[src/nsp_pkg.sv]
// Shared types and codes of the nested section profiler.
`default_nettype none
package nsp_pkg;

  typedef enum logic [1:0] {
    OP_ENTER = 2'd0,
    OP_EXIT  = 2'd1,
    OP_READ  = 2'd2,
    OP_CLEAR = 2'd3
  } op_t;

  typedef enum logic [1:0] {
    ERR_NONE   = 2'd0,
    ERR_BAD_ID = 2'd1,
    ERR_FULL   = 2'd2,
    ERR_EMPTY  = 2'd3
  } err_t;

  localparam logic CFG_EMA_WEIGHT = 1'b0;
  localparam logic CFG_SECTIONS   = 1'b1;

  localparam logic [15:0] EMA_WEIGHT_RESET = 16'd55706;

  typedef struct packed {
    op_t         op;
    logic [4:0]  section_id;
    logic [3:0]  bucket_index;
    logic [31:0] timestamp;
  } in_word_t;

  typedef struct packed {
    err_t        error;
    logic [4:0]  section_out;
    logic [31:0] elapsed;
    logic [31:0] call_count;
    logic [47:0] total_exec;
    logic [47:0] total_child;
    logic [47:0] total_gap;
    logic [31:0] exec_average;
    logic [31:0] gap_average;
    logic [31:0] exec_bin_count;
    logic [31:0] gap_bin_count;
  } out_word_t;

  // Command handed from the front end to the back end.
  typedef struct packed {
    in_word_t item;
    logic     id_bad;
  } cmd_t;

endpackage
`default_nettype wire

[src/nsp_front.sv]
// Front end: accepts input words and checks the section id.
`default_nettype none
module nsp_front #(
  parameter int SECTIONS = 32
) (
  input  wire logic              in_valid,
  output logic                   in_stall,
  input  wire nsp_pkg::in_word_t in_word,
  input  wire logic [5:0]        sections_in_use,
  input  wire logic              init_busy,
  input  wire logic              q_full,
  output logic                   push,
  output nsp_pkg::cmd_t          push_cmd
);

  logic [8:0] sid_ext;

  assign sid_ext  = 9'(in_word.section_id);
  assign in_stall = q_full | init_busy;
  assign push     = in_valid & ~in_stall;

  always_comb begin
    push_cmd        = '0;
    push_cmd.item   = in_word;
    push_cmd.id_bad = !((sid_ext < 9'(sections_in_use)) && (sid_ext < 9'(SECTIONS)));
  end

endmodule
`default_nettype wire

[config.mk]
export PLATFORM = sky130hd
export DESIGN_NAME = nsp_front
export DESIGN_NICKNAME = d
export VERILOG_FILES = /design/src/nsp_pkg.sv /design/src/nsp_front.sv
export SDC_FILE = /design/constraint.sdc
export NUM_CORES = 1
export LEC_CHECK = 0
export ABC_AREA = 0
export ABC_CLOCK_PERIOD_IN_PS = 1200
export BUFFER_PORTS_ARGS = -buffer_cell sky130_fd_sc_hd__buf_2
export CAP_MARGIN = 15
export CORE_MARGIN = 4
export CORE_UTILIZATION = 22
export DETAILED_ROUTE_END_ITERATION = 6
export GPL_ROUTABILITY_DRIVEN = 0
export GPL_TIMING_DRIVEN = 0
export PLACE_DENSITY = 0.78
export SLEW_MARGIN = 5
export SYNTH_ARGS = -nofsm -noshare
export SYNTH_HDL_FRONTEND = slang
export SYNTH_SLANG_ARGS = --single-unit
[constraint.sdc]
create_clock -name vclk -period 1.2
set_clock_uncertainty 0.2 [all_clocks]
set_input_delay 0.24 -clock vclk [all_inputs]
set_output_delay 0.24 -clock vclk [all_outputs]
set_load 0.02 [all_outputs]
==> metrics <==
status=finished, violations left; failing checks=setup timing; Avg Cell Area, Syn=7.42 sq um; WHS=between 0.4 and 0.5 ns; Synth Area in Simple Gates=under 10%; Avg WL per Cell=between 10 and 15 um; Crit-path slowest cell=a211oi_4; first-pass detailed-route iteration total=1; worst hold path class=input pin to output pin; synthesis-to-finish area growth=111%; Worst Max-Slew Pin Slew=roughly 0.25 ns; most common cell after layout, fill and taps aside=buf_2; Post-Synthesis Cell Area=around 440 sq um; MaxCap Viol Count=0; Slew Limit Headroom=between 80% and 90%; Final Hold Fails=0; f_max=~0.60 GHz; Seq/Total Area, Yosys=0%; crit-path max cell delay=between 0.2 and 0.3 ns; register area=0 sq um; mux cell area share after synthesis=0%; Data required, critical path=around 0.76 ns; die area=between 2000 and 3000 sq um; startpoint types=input pin; worst hold path startpoint=in_word[13]; WL final=1540 um; P per Cell Area=between 400 and 500 nW/um^2; endpoint type of the worst setup path=output pin; Seq cells=0; I/O pin count=a little under 100; Synth Instances=~60; Final ANT Viol Nets=0; non-filler cells, final=144; Crit path arrival time=between 1 and 1.5 ns; final worst setup slack=-0.454 ns; GR Util All Layers=under 10%; core area=1800 sq um; area leader, netlist=buf_4; final net count=between 150 and 200; DRT iter0 DRCs=0; Setup CP Type=input pin to output pin; crit path cell chain=buf_2, inv_6, ha_4, o2111ai_4, a211oi_4, buf_6; Vias=roughly 530; worst-path fanout max=2; Compound-Gate Fraction of Synth Area=under 10%; Synth Warn #=0; minimum clock period=1.65 ns; unrepaired setup endpoints after global routing=true; effective utilization at floorplan=roughly a quarter; port bufs=60; post-DP HPWL=around 1500 um; Multi-input gate area=around 180 sq um; most frequent cells in the layout=buf_2, buf_4, buf_6, ha_4; grt ovf=0; vias in the first global route=between 400 and 500; Residual DRC=0; final core occ=between 50% and 60%; Antenna diodes=0; post-synthesis xor/xnor area fraction=0%; maximum number of pins on one net before global-route repair=3; chip width=52.6 um; Synth cell types=8; Slew Limit Fails=0; Fillers=172; Via-to-Cell Ratio=3.67; post-synth net total=115; cell count of the worst hold path=2; chip height=between 50 and 60 um; first-pass GRT wire length=between 2000 and 2500 um; Post-Synth Adder-Cell Area=between 10% and 20%; hold path endpoint=push_cmd[14]; Worst VDD drop=0.193 mV; synth top area cells=buf_4, ha_1, inv_1; Leakage=0.000534 uW; # setup viols final=2; initial antenna violation count=0; layout cells sized above 1=96.6%; Core Rows=15; final worst-path cycle share=138%; top-area cell type share of the netlist area=roughly three quarters; clock buffer count=0; main combinational cell family by area after synthesis=buffers and inverters; DP Cell Count=~140; setup repair bufs after CTS=0
-- final cells by class --
cell class / count / share of cell area [%]
repair buffers: 60 / 37.4
plain buffers: 43 / 35.0
multi-input cells: 11 / 19.7
well taps: 25 / 3.39
inverters: 5 / 4.48
-- critical path, delay by kind of cell --
kind                       cells  cell delay, ns
adders and majority gates      1            0.27
buffers and inverters          3            0.29
AOI/OAI and AO/OA              2            0.41
-- layer usage --
layer / vias up / GRT usage [%] / wire [um] / share of wire, %
met2: 54 / 20.2 / 890 / 58
met5: - / 0 / 0 / 0
li1: 260 / - / - / -
met1: 212 / 8.35 / 395 / 26
met3: 2 / 1.99 / 245 / 16
met4: 0 / 0.851 / 8 / 0.52
-- Yosys cell counts --
master,count
buf_4,43
a211oi_1,2
nor2_1,2
inv_1,5
or2_2,1
ha_1,4
or3b_1,1
o2111ai_1,1
-- through the flow --
stage          setup TNS, ns  power (uW)  area [sq um]  worst slack, ns
2_1_floorplan         -0.224         286           541           -0.224
3_3_place_gp          -0.581         393           872           -0.504
3_5_place_dp          -0.619         402           872           -0.538
4_1_cts               -0.494         423           916           -0.479
5_1_grt               -0.518         448           922           -0.488
6_report              -0.464         418           922           -0.454
-- logic make-up (layout without fill, tap and decap cells) --
logic type / after synthesis / after routing
buffers and inverters: 48 / 108
adder cells (fa/ha/maj): 4 / 4
AND/OR/NAND/NOR: 4 / 4
AO/OA/AOI/OAI: 3 / 3
-- how the worst max path moves through the flow --
stage | start | end | depth (start not counted)
5_1_grt | sections_in_use[3] | push_cmd[0] | 6
3_3_place_gp | sections_in_use[1] | push_cmd[0] | 7
3_5_place_dp | sections_in_use[1] | push_cmd[0] | 7
2_1_floorplan | sections_in_use[2] | push_cmd[0] | 4
6_report | sections_in_use[3] | push_cmd[0] | 6
4_1_cts | in_word[37] | push_cmd[0] | 6
-- report_power, final --
| group | switching [uW] | internal [uW] | total (uW) |
|---|---|---|---|
| sequential | 0 | 0 | 0 |
| combinational | 201 | 217 | 418 |
| clock | 0 | 0 | 0 |
-- what timing repair did --
action | CTS | global route
cloned | 0 | 0
gates resized for setup | 12 | 3
endpoints found under the setup margin | 2 | 2
pin swaps | 5 | 2
hold buffers | 0 | 0
(Power assumes the default switching activity.)
