`src/nsp_pkg.sv`:
```
// Shared types and codes of the nested section profiler.
`default_nettype none
package nsp_pkg;

  typedef enum logic [1:0] {
    OP_ENTER = 2'd0,
    OP_EXIT  = 2'd1,
    OP_READ  = 2'd2,
    OP_CLEAR = 2'd3
  } op_t;

  typedef enum logic [1:0] {
    ERR_NONE   = 2'd0,
    ERR_BAD_ID = 2'd1,
    ERR_FULL   = 2'd2,
    ERR_EMPTY  = 2'd3
  } err_t;

  localparam logic CFG_EMA_WEIGHT = 1'b0;
  localparam logic CFG_SECTIONS   = 1'b1;

  localparam logic [15:0] EMA_WEIGHT_RESET = 16'd55706;

  typedef struct packed {
    op_t         op;
    logic [4:0]  section_id;
    logic [3:0]  bucket_index;
    logic [31:0] timestamp;
  } in_word_t;

  typedef struct packed {
    err_t        error;
    logic [4:0]  section_out;
    logic [31:0] elapsed;
    logic [31:0] call_count;
    logic [47:0] total_exec;
    logic [47:0] total_child;
    logic [47:0] total_gap;
    logic [31:0] exec_average;
    logic [31:0] gap_average;
    logic [31:0] exec_bin_count;
    logic [31:0] gap_bin_count;
  } out_word_t;

  // Command handed from the front end to the back end.
  typedef struct packed {
    in_word_t item;
    logic     id_bad;
  } cmd_t;

endpackage
`default_nettype wire

```
`src/nsp_queue.sv`:
```
// Two-entry command queue between the front end and the back end.
`default_nettype none
module nsp_queue (
  input  wire logic          clk,
  input  wire logic          rst,
  input  wire logic          push,
  input  wire nsp_pkg::cmd_t push_cmd,
  output logic               full,
  input  wire logic          pop,
  output logic               avail,
  output nsp_pkg::cmd_t      pop_cmd
);

  nsp_pkg::cmd_t slot [2];
  logic       wr_ptr;
  logic       rd_ptr;
  logic [1:0] count;

  assign full    = (count == 2'd2);
  assign avail   = (count != 2'd0);
  assign pop_cmd = slot[rd_ptr];

  always_ff @(posedge clk) begin
    if (push) begin
      slot[wr_ptr] <= push_cmd;
    end
  end

  always_ff @(posedge clk) begin
    if (rst) begin
      wr_ptr <= 1'b0;
      rd_ptr <= 1'b0;
      count  <= 2'd0;
    end else begin
      if (push) begin
        wr_ptr <= ~wr_ptr;
      end
      if (pop) begin
        rd_ptr <= ~rd_ptr;
      end
      count <= count + 2'(push) - 2'(pop);
    end
  end

endmodule
`default_nettype wire

```
`config.mk`:
```
export PLATFORM = sky130hd
export DESIGN_NAME = nsp_queue
export DESIGN_NICKNAME = d
export VERILOG_FILES = /design/src/nsp_pkg.sv /design/src/nsp_queue.sv
export SDC_FILE = /design/constraint.sdc
export NUM_CORES = 1
export LEC_CHECK = 0
export ABC_AREA = 1
export BUFFER_PORTS_ARGS = -buffer_cell sky130_fd_sc_hd__buf_4
export CAP_MARGIN = 25
export CORE_AREA = 2 2 84 86
export CTS_BUF_LIST = sky130_fd_sc_hd__clkbuf_16
export DETAILED_ROUTE_END_ITERATION = 6
export DIE_AREA = 0 0 86 88
export PLACE_DENSITY = 0.91
export SLEW_MARGIN = 10
export SYNTH_ARGS = -nofsm -noshare
export SYNTH_HDL_FRONTEND = slang
export SYNTH_SLANG_ARGS = --single-unit
```
`constraint.sdc`:
```
create_clock -name clk -period 3.95 [get_ports clk]
set_input_delay 0.395 -clock clk [delete_from_list [all_inputs] [get_ports clk]]
set_output_delay 0.395 -clock clk [all_outputs]
set_load 0.03 [all_outputs]
```
==> metrics.md <==
| Metric | Value |
|---|---|
| Metal3 WL | `338 um` |
| Number of CTS-inserted buffers | `9` |
| Worst setup path class | `reg -> out` |
| Die H | `88 um` |
| Clock network fraction of design power | `36.4%` |
| Unrepaired setup endpoints after global routing | `no` |
| Most used cell along the critical path | `buf_4` |
| Area of the core | `6640 sq um` |
| Area contributors post-synth | `edfxtp_1 73%, mux2_4 17%, dfxtp_1 2.8%` |
| Comb power frac | `15.5%` |
| Max H-tree Level | `3` |
| Placed cells | `338` |
| Psw | `0.000548 W` |
| Final setup TNS | `0 ns` |
| CP max stage cell | `dfxtp_2` |
| Power per cell area | `519 nW/um^2` |
| Clock transition at the registers of the reported paths | `0.06 ns` |
| Distinct cells, synth | `14` |
| Die Wd | `86 um` |
| Buf+Inv Stages, Crit Path | `2` |
| ANT nets after route | `0` |
| CTS tree | `yes` |
| IO Port Bufs | `93` |
| Post-cts gate resize count | `0` |
| Met1 Wirelength | `2160 um` |
| Status | `completed` |
| Clock Skews | `0.00658 ns` |
| Drt total wl | `5590 um` |
| Syn_area_per_cell | `21.4 sq um` |
| Final worst-path cycle share | `62.5%` |
| Crit start category | `flip-flop` |
| Yosys top cell by area | `edfxtp_1` |
| CP cell instances | `buf_4 > mux2_2 > buf_4` |
| Via/cell ratio | `4.97` |
| CP Max Fanout | `31` |
| Die ar. | `7570 sq um` |
| Router iterations before antenna repair | `4` |
| Internal power | `0.00186 W` |
| Final Max Slew Viols | `0` |
| FF+latch count, synth | `93` |
| Syn Nets | `218` |
| DRT iter0 DRCs | `49` |
| Tightest Hold Check Type | `in -> reg` |
| Top sig layer | `met4` |
| Total clock sinks | `93` |
| Post-Syn Area | `3600 sq um` |
| Initial Util | `54.2%` |
| Hold Buf Count CTS | `0` |
| Setup ws final | `1.48 ns` |
| Arrival time at the worst endpoint | `2.08 ns` |
| Gate Count Post-Synth | `168` |
| # setup viols final | `0` |
| Total gr overflow | `0` |
| Initial antenna violation count | `0` |
| Met2 WL post-DR | `3070 um` |
| Row cnt | `30` |
| Sw Share | `22.7%` |
| Worst stage delay on the critical path | `0.60 ns` |
| Post-CTS Setup Inserts | `0` |
| Leakage | `1.88 nW` |
| Final GP Congestion | `0.713` |
| Worst-Skew Late Latency | `0.32 ns` |
| Non-filler cells, final | `354` |
| Number of global-route vias before repair | `1,786` |
| Largest net degree at the start of global routing | `46` |
| # IOs | `94` |
| HPWL Detailed | `3830 um` |
| GRT Total Usage | `15.0%` |
| Avg WL per Cell | `15.8 um` |
| Share of layout cells above drive strength 1 | `56.9%` |
| Slew @ Worst Pin | `0.976 ns` |
| Slew Limit Headroom | `34.8%` |
| Fillcell total | `433` |
| Post-synth top area share | `73.3%` |
| Flop pwr share | `48.2%` |
| Nets | `319` |
| Tmin final | `2.47 ns` |
| Data required time of the worst path | `3.56 ns` |
| Final Total Pwr | `0.00241 W` |
| Ant. Diodes | `0` |
| CP top delay family | `buffers and inverters` |
| DR vias | `1,761` |
| DRC Markers | `0` |
| Synth-to-layout area growth | `29.1%` |
| Yosys warning total | `0` |
| VDD IR-drop max | `322 uV` |
| Final Hold Viols | `0` |
| CP endpoint kind | `output port` |
| First-pass GRT wire length | `8450 um` |
| Dpl ws | `1.80 ns` |
| Clock buffer depth | `2` |
| Max Cap Viol | `0` |
| Register area share after synthesis | `76.1%` |
| Maximum clock rate | `405 MHz` |
| Root Driver | `clkbuf_16` |
-- power by group through the flow --
stage / registers (W) / logic, W / clock network (W)
floorplan: 0.00117 / 0.000264 / 0
global placement: 0.00118 / 0.000370 / 0
detailed placement: 0.00118 / 0.000377 / 0
CTS: 0.00116 / 0.000378 / 0.000899
global route: 0.00117 / 0.000394 / 0.000946
finish: 0.00116 / 0.000373 / 0.000877
-- sequential cells by signal, summed over array words and instances (netlist names), named ones only --
| register | count |
|---|---|
| rd_ptr | 1 |
| slot | 88 |
| wr_ptr | 1 |
| count | 2 |
-- kinds of logic (layout without fill, tap and decap cells) --
kind of cell               after synthesis  count (layout)  synth area share, %
AOI/OAI and AO/OA                        1               1                0.139
xor gates and xnor gates                 1               1                0.243
adders and majority gates                2               2                0.694
buffers and inverters                   13             119                 3.37
DFF                                     93              93                 76.1
muxes                                   44              44                 17.9
and+or+nand+nor                         14              14                 1.53
-- Yosys cell counts --
cell and n:
edfxtp_1 88, mux2_4 40, inv_1 8, nor2_1 7, dfxtp_1 5, nand2_1 5
buf_12 4, mux2_2 4, ha_1 2, a21oi_1 1, buf_6 1, nand3_1 1
nor3_1 1, xnor2_1 1
-- worst reg2reg max path, delay by kind of cell, from the launching register on --
family	cells	cell delay, ns
and+or+nand+nor	1	0.09
DFF	1	0.40
buffers and inverters	1	0.71
-- final timing paths --
| path | from | end | slack, ns | cells after the start |
|---|---|---|---|---|
| worst min register to register | rd_ptr$_SDFFE_PP0P_ | rd_ptr$_SDFFE_PP0P_ | 0.52 | 2 |
| worst min-delay path | push_cmd[24] | slot[0][24]$_DFFE_PP_ | 0.25 | 1 |
| worst max-delay path | flip-flop | pop_cmd[2] | 1.48 | 3 |
| worst max register to register | wr_ptr$_SDFFE_PP0P_ | slot[1][39]$_DFFE_PP_ | 2.36 | 2 |
-- per-stage QoR --
stage | instance area, sq um | util (%) | hold WS [ns]
after floorplan | 3600 | - | 0.466
after global placement | 4330 | 65.2 | 0.496
after CTS | 4650 | 70.0 | 0.239
after global routing | 4650 | 70.0 | 0.232
final | 4650 | 70.0 | 0.253
after detailed placement | 4330 | 65.2 | 0.508
-- cells in the final DEF (no fill, tap or decap), drive strengths merged, types with 2 or more instances in the layout --
master and instances:
nor2 7, clkinvlp 2, clkbuf 9, edfxtp 88, inv 9, mux2 44
buf 95, clkinv 2, ha 2, nand2 5, bufinv 2, dfxtp 5
-- per-layer routing --
layer	vias up	global-route usage [%]
met5	-	0
met4	0	6.93
met3	2	4.81
met2	64	26.8
met1	859	16.3
li1	836	-
-- final cells by class --
cell class,instances,area [sq um],share of cell area [%]
clock buffer,9,225,4.84
sequential,93,2740,59.0
tap,80,100,2.15
inverter,8,30.0,0.646
timing repair buffer,95,713,15.3
multi-input combinational,62,747,16.1
clock inverter,7,91.3,1.96
(Power assumes the default switching activity.)
